File: config.mk
export PLATFORM = sky130hd
export DESIGN_NAME = ggs_mul
export DESIGN_NICKNAME = d
export VERILOG_FILES = /design/src/rtl/core/ggs_mul.sv
export SDC_FILE = /design/constraint.sdc
export NUM_CORES = 2
export LEC_CHECK = 0
export BUFFER_PORTS_ARGS = -buffer_cell sky130_fd_sc_hd__buf_2
export CAP_MARGIN = 20
export CORE_ASPECT_RATIO = 2
export CORE_MARGIN = 10
export CORE_UTILIZATION = 45
export DETAILED_ROUTE_END_ITERATION = 6
export GPL_TIMING_DRIVEN = 1
export HOLD_SLACK_MARGIN = 0.15
export PLACE_DENSITY_LB_ADDON = 0.08
export SYNTH_ARGS = -nofsm -noshare
export SYNTH_HDL_FRONTEND = slang
export SYNTH_SLANG_ARGS = --single-unit
File: constraint.sdc
create_clock -name clock -period 28.5 [get_ports clock]
set_input_delay 7.125 -clock clock [delete_from_list [all_inputs] [get_ports clock]]
set_output_delay 7.125 -clock clock [all_outputs]
set_load 0.02 [all_outputs]
File: src/rtl/core/ggs_mul.sv
`default_nettype none

module ggs_mul (
   input  wire logic        clock,
   input  wire logic [31:0] mul_a,
   input  wire logic [31:0] mul_b,
   output logic [63:0]      mul_p
);

   logic [63:0] p_ff;
   logic [63:0] p_in;

   // One registered unsigned product, shared by the splat steps of the sequencer.
   assign p_in = {32'd0, mul_a} * {32'd0, mul_b};

   always_ff @(posedge clock) begin
      p_ff <= p_in;
   end

   assign mul_p = p_ff;

endmodule

`default_nettype wire

==> flow_summary.toml <==
[status]
status = "completed"

[clock_network]
cts_tree = "done"
hold_buffers = 0
cts.repair.resized = 0
htreeDepth = 3
clockBufferDepth = 2
cts_sinks = 64
cts_setup_buffers = 0
cts_root_buffer = "clkbuf_16"
clkSlewWorstSetupHoldPaths_ns = 0.06
cts_buffers = 9

[die]
fp-row-count = 143
start_util_pct = 45.4
ios = 129
coreArea_um2 = 76200
die_y_um = 412
dieArea_um2 = 89100
fp.dieW_um = 216

[placed_design]
place_congestion = 0.921
dpl_worst_slack_ns = 13.25
dpl_cell_area_um2 = 35800
dp_hpwl_um = 102000
io_buffers = 128

[sta]
whs_ns = 7.34
min_period_ns = 14.82
tns_ns = 0
worst_pin_slew_ns = 0.927
timing.fmax_ghz = 0.0675
finalSetupViolCount = 0
slew_headroom_pct = 38.2
maxSlewViolCount = 0
layout_setup_ws_ns = 13.68
grt_setup_unrepaired = "no"
hold_viol_final = 0
period_share_pct = 52.0

[cells_and_area]
syn_to_final_growth_pct = 4.12
register_area_um2 = 1280
fillers = 7578
finalNetCount = 4906
multi_input_area_um2 = 29200
fin_area_um2 = 36100
drive_above_1_share_pct = 4.50
largest_reg_flops = 64

[yosys]
synth_top_family_by_area = "adder cells"
yosysSeqAreaShare_pct = 3.70
ys.flop_type = "dfxtp_1"
post-synth-top-area-cell = "fa_1"
synth_edf_count = 0
yosysTopAreaCellShare_pct = 51.8
ys_top_cells_by_count = "fa_1, inv_1, and2_1, nand2_1, ha_1"
ys_types = 56
synth-simple-area-share_pct = 17.7
ys_ff_latch = 64
synth_area_leaders = "fa_1, and2_1, ha_1"
synthArstFlopShare_pct = 0
synth_mux_area_share_pct = 0.0289
yosysWarningCount = 0
avgSynthCellArea_um2 = 9.21
yosys.area_share.xor_xnor_pct = 1.49
synth-compound-area-share_pct = 3.92
syn_area_um2 = 34600
yosysMostFrequentCell = "fa_1"
synthAdderAreaFrac_pct = 61.3
synth_fp_nets = 4982
synth_cells = 3758

[route]
routedWlPerCell_um = 26.4
ant_nets = 0
routed_wl_um = 124000
dr_total_vias = 25300
drtPass1Iterations = 5
viasPerCell = 5.39
drt_iter0_drc = 1159
drc_errors = 0

[worst_setup_path]
critPathCaptureType = "flop"
crit_top_cell = "fa_1"
critPathLaunch = "mul_b[23]"
cp_data_arrival_time_ns = 15.11
crit_required_ns = 28.79
crit_chain = "buf_2 > nand2_1 > fa_1 > inv_1 > fa_1 > fa_1 > fa_1 > fa_1 > fa_1 > fa_1 > inv_1 > fa_1 > inv_1 > ha_1 > nand4_1 > or4_1 > or3_1 > a31oi_1 > a31o_2 > a211oi_1 > o21ai_1 > xor2_1"
worst_setup_path_start_kind = "primary input"
cpPeakStageDelay_ns = 0.68
worstSetupEndpoint = "mul_p[62]"
crit_slowest_cell = "fa_1"
path_class = "in2reg"
path_max_fanout = 32

[global_route]
grt_overflow_total = 0
grt_max_degree = 33
grt_antenna_before_repair = 0
grt_pass1_vias = 29200
grt_usage_pct = 28.5
grt_pass1_wl_um = 183000

[run]
cap_violations = 0

[hold_path]
hold_path.class = "in2reg"
cell type report:
class	count	area share, %
Antenna cell	1	0.00694
Sequential cell	64	3.55
Tap cell	1015	3.52
Clock inverter	6	0.167
Clock buffer	10	0.635
Timing Repair Buffer	140	2.03
Inverter	863	8.98
Multi-Input combinational cell	2604	81.1
worst max-delay path, delay by kind of cell:
family,cells,cell delay [ns]
AND/OR/NAND/NOR,4,1.23
AO/OA/AOI/OAI,4,1.03
XOR/XNOR,1,0.17
adder cells (fa/ha/maj),9,4.72
buffers and inverters,4,0.79
kinds of logic after synthesis:
| family | Yosys count |
|---|---|
| AO/OA/AOI/OAI | 205 |
| flip-flops | 64 |
| multiplexers | 1 |
| buffers and inverters | 1090 |
| XOR/XNOR | 59 |
| AND/OR/NAND/NOR | 1180 |
| adder cells (fa/ha/maj) | 1159 |
cells in the final DEF, fill, tap and decap left out, types with 3 or more instances in the layout:
master and n:
a211oi_1 4, a21boi_0 3, a21o_1 37, a21oi_1 68
a221o_1 4, a311oi_1 3, a31oi_1 11, and2_1 603
and3_1 14, and4_1 4, buf_2 128, buf_4 12
clkbuf_16 9, clkinv_2 3, dfxtp_1 64, fa_1 896
ha_1 263, inv_1 863, nand2_1 478, nand3_1 12
nand4_1 24, nor2_1 21, nor3_1 5, o211ai_1 3
o21a_1 8, o21ai_0 28, o21bai_1 10, o221ai_1 3
or2_2 3, or3_1 5, or4_1 3, xnor2_1 33
xor2_1 26
routing by layer:
layer	up-vias	global-route usage, %	part of all wire, %
met5	-	0	0
met4	0	31.6	14
met3	414	2.26	2.5
met2	781	54.6	56
met1	13400	23.9	28
li1	10700	-	-
through the flow:
step,utilization [%],cells
6_report,47.3,4703
5_1_grt,47.3,4702
4_1_cts,47.3,4702
3_5_place_dp,46.9,4686
3_3_place_gp,46.9,4686
2_1_floorplan,-,3758
worst min-delay path by stage:
| stage | slack [ns] | start | cells past startpoint | end |
|---|---|---|---|---|
| 6_report | 7.34 | mul_a[0] | 3 | mul_p[0] |
| 5_1_grt | 7.34 | mul_a[0] | 3 | mul_p[0] |
| 4_1_cts | 7.31 | mul_a[0] | 3 | mul_p[0] |
| 3_5_place_dp | 7.54 | mul_p[1] | 1 | mul_p[1] |
| 3_3_place_gp | 7.54 | mul_p[32] | 1 | mul_p[32] |
| 2_1_floorplan | 7.25 | mul_b[0] | 1 | mul_p[0] |
Power is not shown: default switching activity piles up to over one toggle a cycle in this logic, so the estimate is an artifact.
