<file path="src/rtl/core/ggs_pkg.sv">
`default_nettype none

package ggs_pkg;

   // Request kinds carried in req_type.
   localparam logic REQ_SPLAT = 1'b0;
   localparam logic REQ_READ  = 1'b1;

   // Configuration register indexes.
   localparam logic [1:0] CSR_INV_TWO_SIGMA_SQ = 2'd0;
   localparam logic [1:0] CSR_KERNEL_RADIUS    = 2'd1;
   localparam logic [1:0] CSR_BRIGHTNESS       = 2'd2;

   // Register reset values.
   localparam logic [14:0] RST_INV_TWO_SIGMA_SQ = 15'd2844;
   localparam logic [3:0]  RST_KERNEL_RADIUS    = 4'd3;
   localparam logic [7:0]  RST_BRIGHTNESS       = 8'd255;

   // Color channel codes used by the setup loop.
   localparam logic [1:0] CH_RED   = 2'd0;
   localparam logic [1:0] CH_GREEN = 2'd1;
   localparam logic [1:0] CH_BLUE  = 2'd2;

   // Normalization divisors (channel max times 255) and their half for rounding.
   localparam logic [14:0] DIV_5BIT  = 15'd7905;
   localparam logic [14:0] DIV_6BIT  = 15'd16065;
   localparam logic [28:0] BIAS_5BIT = 29'd3952;
   localparam logic [28:0] BIAS_6BIT = 29'd8032;

   // UQ1.15 one and the RGB565 masks.
   localparam logic [15:0] UNIT_ONE  = 16'd32768;
   localparam logic [7:0]  MASK_5BIT = 8'hF8;
   localparam logic [7:0]  MASK_6BIT = 8'hFC;

   typedef enum logic [4:0] {
      ST_INIT,
      ST_IDLE,
      ST_CH_MUL,
      ST_CH_LOAD,
      ST_CH_DIV,
      ST_WIN,
      ST_DY,
      ST_DYL,
      ST_DX,
      ST_K,
      ST_D,
      ST_LOOK,
      ST_MR,
      ST_MG,
      ST_MB,
      ST_WB,
      ST_NEXT,
      ST_RD,
      ST_RD_OUT
   } st_type;

   // Saturate a UQ1.15 channel at one and scale it to eight bits.
   function automatic logic [7:0] to_c8(input logic [15:0] v);
      logic [15:0] x;
      logic [23:0] s;
      x = (v > UNIT_ONE) ? UNIT_ONE : v;
      s = {x, 8'd0} - {8'd0, x};
      return s[22:15];
   endfunction

   // Add with saturation at the full 16-bit range.
   function automatic logic [15:0] add_sat(input logic [15:0] a, input logic [15:0] b);
      logic [16:0] s;
      s = {1'b0, a} + {1'b0, b};
      return s[16] ? 16'hFFFF : s[15:0];
   endfunction

   // Round a UQ2.30 product back to UQ1.15.
   function automatic logic [15:0] round15(input logic [63:0] p);
      logic [31:0] s;
      s = p[31:0] + 32'd16384;
      return s[30:15];
   endfunction

endpackage

`default_nettype wire

</file>
<file path="src/rtl/core/ggs_div.sv">
`default_nettype none

module ggs_div (
   input  wire logic        clock,
   input  wire logic        reset,
   input  wire logic        start,
   input  wire logic [28:0] num,
   input  wire logic [14:0] den,
   output logic             done,
   output logic [15:0]      quo
);

   import ggs_pkg::*;

   // Rounded-up reciprocals of the two normalization divisors. With the shift
   // equal to the numerator width plus the divisor width the quotient is exact
   // for every numerator below 2^29.
   localparam logic [63:0] RECIP_5BIT_FULL =
      ((64'd1 << 42) + 64'(DIV_5BIT) - 64'd1) / 64'(DIV_5BIT);
   localparam logic [63:0] RECIP_6BIT_FULL =
      ((64'd1 << 43) + 64'(DIV_6BIT) - 64'd1) / 64'(DIV_6BIT);
   localparam logic [29:0] RECIP_5BIT = RECIP_5BIT_FULL[29:0];
   localparam logic [29:0] RECIP_6BIT = RECIP_6BIT_FULL[29:0];

   logic        done_ff, done_in;
   logic        sel6_ff, sel6_in;
   logic [58:0] prod_ff, prod_in;
   logic [29:0] recip;

   // Multiply by the reciprocal; the quotient and done are registered, ready in the cycle after start.
   assign sel6_in = (den == DIV_6BIT);
   assign recip   = sel6_in ? RECIP_6BIT : RECIP_5BIT;
   assign prod_in = {30'd0, num} * {29'd0, recip};
   assign done_in = start;

   always_ff @(posedge clock) begin
      if (reset) begin
         done_ff <= 1'b0;
      end else begin
         done_ff <= done_in;
      end
   end

   always_ff @(posedge clock) begin
      if (start) begin
         prod_ff <= prod_in;
         sel6_ff <= sel6_in;
      end
   end

   assign done = done_ff;
   assign quo  = sel6_ff ? prod_ff[58:43] : prod_ff[57:42];

endmodule

`default_nettype wire

</file>
<file path="config.mk">
export PLATFORM = sky130hd
export DESIGN_NAME = ggs_div
export DESIGN_NICKNAME = d
export VERILOG_FILES = /design/src/rtl/core/ggs_pkg.sv /design/src/rtl/core/ggs_div.sv
export SDC_FILE = /design/constraint.sdc
export NUM_CORES = 1
export LEC_CHECK = 0
export BUFFER_PORTS_ARGS = -buffer_cell sky130_fd_sc_hd__clkbuf_2
export CORE_MARGIN = 1.5
export CORE_UTILIZATION = 30
export CTS_CLUSTER_DIAMETER = 200
export CTS_CLUSTER_SIZE = 25
export DETAILED_ROUTE_END_ITERATION = 8
export SYNTH_ARGS = -nofsm -noshare
export SYNTH_HDL_FRONTEND = slang
export SYNTH_SLANG_ARGS = --single-unit
</file>
<file path="constraint.sdc">
create_clock -name clock -period 14 [get_ports clock]
set_input_delay 4.2 -clock clock [delete_from_list [all_inputs] [get_ports clock]]
set_output_delay 4.2 -clock clock [all_outputs]
set_load 0.01 [all_outputs]
</file>
==> summary.md, run 1 <==
| Metric | Value |
|---|---|
| Met1 usage | 0.230 |
| Mapped Area | around 18000 µm² |
| DRC Markers | 0 |
| Global route total overflow | 0 |
| Dpl cell area | 19700 µm² |
| Post-DR wirelength/cell | approximately 19 µm |
| Ys Warns | 0 |
| Most common cell after layout, fill and taps aside | inv_1 |
| Highest-count cells in the layout ignoring fill and taps | inv_1, fa_1, ha_1 |
| CP Max Fanout | 20 |
| WS Path Type | input port to register |
| Initial DRC Count | a little over 700 |
| Synth area leaders | fa_1, ha_1, inv_1, edfxtp_1, nand2_1 |
| CTS Root Cell | clkbuf_16 |
| Fin area | ~20000 µm² |
| # clock sinks | 19 |
| CP Launch Point | den[5] |
| GR Util All Layers | 0.168 |
| Core ar. | approximately 60000 µm² |
| Worst hold path type | input port to register |
| Clk buf depth | 2 |
| Die ar. | 62600 µm² |
| Post-DRT Antenna Nets | 0 |
| Total of max-cap violations | 0 |
| Syn_area_per_cell | 9.98 µm² |
| Synth Instances | 1839 |
| Post-synth EDFFs | 18 |
| Final #Nets | 2742 |
| Initial antenna violation count | 0 |
| Async SR Flop Fraction | 0 |
| Finished Core Util | 0.327 |
| Setup TNS | 0 ns |
| Final setup fails | 0 |
| CP Capture Type | register |
| CP peak stage delay | between 0.6 and 0.7 ns |
| TritonCTS clock tree | done |
| DR vias/cell | approximately 4.6 |
| H-Tree Depth | 1 |
| Post-route clock period utilization | 0.936 |
| Diodes inserted | 0 |
| Fin. max-slew vios | 0 |
| Hold Fails Final Rpt | 0 |
| Share of cells above drive strength 1 | 0.0535 |
| Post-synthesis sequential area ratio | 0.0306 |
| Status | complete, no violations |
| Slew HR | 0.449 |
| First-pass detailed-route iteration total | 5 |
| Synth top area share | 0.465 |
| Worst Hold Path Cells | 2 |
| Register bit count reported by yosys | 19 |
| Clock transition at path regs | approximately 0.06 ns |
| WHS Endpoint | done$_SDFF_PP0_ |
| Cell variety after synth | 52 |
| Number of gates resized after cts | 0 |
| Die height | ~250 µm |
| Most common cell on crit path | fa_1 |
| Detail Placement HPWL | roughly 46 mm |
| Unrepaired setup endpoints after global routing | false |
| Crit start category | input port |
| GPL Wtd Cong | 0.926 |
| Fmax achieved | roughly 76 MHz |
| Most Crowded Layer GR | met2 |
| Vias in the first global route | roughly 14000 |
| Total setup buffers inserted after CTS | 0 |
| Cts hold-fix bufs | 0 |
| Tmin final | about 13 ns |
| Count of input and output buffers | 63 |
| Met3 GRT Util | 0.0138 |
| Via count | ~12000 |
| Total CTS buffers | 3 |
| Row count | 90 |
| Global Route met2 Usage | 0.296 |
| First-pass GRT wire length | slightly above 80 mm |
| Final Routed Wirelength | around 50 mm |
| I/O pin count | 64 |
| Worst EP arrival | around 13 ns |
| Pin count of the biggest net entering global routing | 21 |
| Synth Flop Type | edfxtp_1 |
| Min-delay src | reset |
| Actual slew at the worst max-slew pin | 0.818 ns |
| Cell taking the most area after synthesis | fa_1 |
| Initial core utilization | 0.304 |
| Worst EP required | ~14 ns |
| Die Width | ~250 µm |
| Worst path slowest cell | or4_4 |
| Synthesis-to-layout area growth | 7.61% |
-- cell usage after synthesis (4+ instances only) --
| cell | n |
|---|---|
| inv_1 | 600 |
| fa_1 | 426 |
| ha_1 | 361 |
| nand2_1 | 95 |
| a21oi_1 | 59 |
| clkbuf_1 | 32 |
| o21ai_0 | 32 |
| nor2_1 | 30 |
| a21o_1 | 22 |
| xnor2_1 | 21 |
| nand4_1 | 19 |
| edfxtp_1 | 18 |
| mux2_2 | 16 |
| nand3_1 | 15 |
| o21bai_1 | 9 |
| a31oi_1 | 6 |
| and2_1 | 6 |
| nor3_1 | 6 |
| xor2_1 | 6 |
| and3_1 | 5 |
| nand2b_1 | 5 |
| nor2b_1 | 4 |
| o2111ai_1 | 4 |
| or2_2 | 4 |
-- metrics by stage --
| step | setup slack (ns) | hold slack [ns] | std cells |
|---|---|---|---|
| after floorplan | 1.65 | 4.27 | 1870 |
| after global placement | 0.780 | 4.36 | 2685 |
| after detailed placement | 0.673 | 4.36 | 2685 |
| after CTS | 0.914 | 4.08 | 2689 |
| after global routing | 0.491 | 4.09 | 2689 |
| final | 0.898 | 4.08 | 2689 |
-- per-layer routing --
metal / up-vias / wire (µm) / share of wire
met1: 6416 / 21800 / 0.44
met3: 36 / 2170 / 0.043
li1: 5696 / - / -
met5: - / 0 / 0
met4: 0 / 831 / 0.017
met2: 308 / 25100 / 0.50
-- state kept, by name, indices dropped and copies added (netlist names) --
signal   count
prod_ff     17
done         1
sel6_ff      1
-- how the worst max path moves through the flow --
stage	cells past startpoint	end	slack [ns]
after detailed placement	31	prod_ff[56]$_DFFE_PP_	0.67
after floorplan	30	prod_ff[56]$_DFFE_PP_	1.65
after global routing	31	prod_ff[56]$_DFFE_PP_	0.49
final	31	prod_ff[56]$_DFFE_PP_	0.90
after global placement	31	prod_ff[56]$_DFFE_PP_	0.78
after CTS	31	prod_ff[56]$_DFFE_PP_	0.91
-- worst max-delay path: cells and delay by family --
family / cells / cell delay [ns]
simple gates: 5 / 1.97
compound gates: 8 / 2.03
buf+inv: 7 / 0.47
xor+xnor: 2 / 0.34
fa+ha+maj: 9 / 4.05
-- kinds of logic after synthesis --
family                     Yosys count  synth area share
other                                2          0.000409
AOI/OAI and AO/OA                  157            0.0548
DFF                                 19            0.0306
xor gates and xnor gates            27            0.0129
buffers and inverters              633             0.130
muxes                               16           0.00982
and+or+nand+nor                    198            0.0506
adders and majority gates          787             0.711
-- layout make-up --
cell class,count,area (µm²)
Fill cell,6226,40600
Multi-Input combinational cell,1218,15500
Inverter,600,2250
Tap cell,782,978
Sequential cell,19,561
Timing Repair Buffer,66,338
Clock buffer,3,75.1
Clock inverter,1,5.00
Power of run 1 is not shown: default switching activity piles up to over one toggle a cycle in this logic, so the estimate is an artifact.
==> run 2: changes to the inputs <==
--- a/config.mk
+++ b/config.mk
@@ -9,3 +9,3 @@
 export CORE_MARGIN = 1.5
-export CORE_UTILIZATION = 30
+export CORE_UTILIZATION = 58
 export CTS_CLUSTER_DIAMETER = 200
@@ -13,2 +13,3 @@
 export DETAILED_ROUTE_END_ITERATION = 8
+export PLACE_DENSITY = 0.75
 export SYNTH_ARGS = -nofsm -noshare
--- a/constraint.sdc
+++ b/constraint.sdc
@@ -3,2 +3,2 @@
 set_output_delay 4.2 -clock clock [all_outputs]
-set_load 0.01 [all_outputs]
+set_load 0.05 [all_outputs]
==> run 2 against run 1 <==
Against the previous run: first-iteration DRC count is 27% higher; non-clock buffer count is 1 higher; critical path depth is 3 lower; critical path type unchanged; critical endpoint unchanged.
==> summary.md, run 2 (synthesis gave the netlist of run 1 again) <==
| Metric | Value |
|---|---|
| Worst EP required | about 14 ns |
| Pin count of the biggest net entering global routing | 34 |
| Highest-count cells in the layout ignoring fill and taps | inv_1, fa_1, ha_1 |
| Worst EP arrival | 13.04 ns |
| Post-DRT Antenna Nets | 0 |
| CP Capture Type | register |
| Largest register FFs | 17 |
| DR vias/cell | between 5 and 6 |
| Top reg by flops | prod_ff |
| DRC Markers | 0 |
| Most common cell after layout, fill and taps aside | inv_1 |
| Dpl cell area | 19200 µm² |
| Core ar. | just over 30000 µm² |
| Final #Nets | 2743 |
| Cts hold-fix bufs | 0 |
| Tmin final | between 10 and 15 ns |
| First-pass detailed-route iteration total | 5 |
| Worst hold path type | input port to register |
| Fin area | approximately 19000 µm² |
| GR Util All Layers | 0.307 |
| First-pass GRT wire length | 76.3 mm |
| Vias in the first global route | between 10000 and 15000 |
| Final setup fails | 0 |
| Most common cell on crit path | fa_1 |
| Setup TNS | 0 ns |
| Die ar. | 32700 µm² |
| Initial antenna violation count | 1 |
| Via count | 12600 |
| I/O pin count | between 60 and 70 |
| Post-DR wirelength/cell | about 20 µm |
| Fin. max-slew vios | 0 |
| Status | complete, no violations |
| Fmax achieved | ~77 MHz |
| Synthesis-to-layout area growth | 5.02% |
| Number of gates resized after cts | 0 |
| Share of cells above drive strength 1 | 0.0540 |
| Post-route clock period utilization | 0.931 |
| Total of max-cap violations | 0 |
| Total CTS buffers | 3 |
| CP bufs+invs | 5 |
| Slew HR | 0.436 |
| CTS Root Cell | clkbuf_16 |
| CP top delay family | adder cells |
| Initial core utilization | 0.595 |
| WS Path Type | input port to register |
| Die height | roughly 180 µm |
| Total setup buffers inserted after CTS | 0 |
| Worst path slowest cell | or4_4 |
| Worst path depth | 28 |
| Diodes inserted | 0 |
| Crit start category | input port |
| # clock sinks | 19 |
| Final Routed Wirelength | ~46 mm |
| Row count | between 60 and 70 |
| Actual slew at the worst max-slew pin | about 0.84 ns |
| Count of input and output buffers | 63 |
| Detail Placement HPWL | between 40 and 50 mm |
| Clk buf depth | 2 |
| Hold Fails Final Rpt | 0 |
| Worst Hold Path Cells | 2 |
| Die Width | between 150 and 200 µm |
| CP Max Fanout | 33 |
| TritonCTS clock tree | done |
| Global route total overflow | 0 |
| CP peak stage delay | ~0.73 ns |
| Initial DRC Count | roughly 890 |
| H-Tree Depth | 1 |
| GPL Wtd Cong | between 0.9 and 1 |
| Unrepaired setup endpoints after global routing | false |
| Clock transition at path regs | 0.05 ns |
[run 2: final cells by class]
| type | instances | area (µm²) |
|---|---|---|
| clock buffers | 3 | 75.1 |
| clock inverters | 1 | 5.00 |
| fillers | 2556 | 11600 |
| inverters | 600 | 2250 |
| multi-input cells | 1218 | 15500 |
| flip-flops and latches | 19 | 561 |
| well taps | 396 | 495 |
| repair buffers | 67 | 345 |
[run 2: through the flow]
stage	utilization	setup slack [ns]	std cells	hold slack, ns
floorplan	-	1.65	1870	4.27
global placement	0.622	0.996	2300	4.36
detailed placement	0.622	0.876	2300	4.36
CTS	0.625	1.02	2304	4.09
global route	0.625	0.484	2304	4.10
finish	0.625	0.973	2304	4.09
[run 2: worst paths after layout]
| kind | startpoint | end | slack [ns] |
|---|---|---|---|
| hold / removal | reset | done$_SDFF_PP0_ | 4.09 |
| setup / recovery | den[5] | prod_ff[56]$_DFFE_PP_ | 0.97 |
[run 2: per-layer routing]
metal / global-route usage / vias to the layer above / routed length [µm]
li1: - / 5701 / -
met1: 0.438 / 6297 / 19900
met2: 0.489 / 492 / 21100
met3: 0.0693 / 64 / 4340
met4: 0.0524 / 2 / 826
met5: 0 / - / 13
Power of run 2 is left out for the same reason.
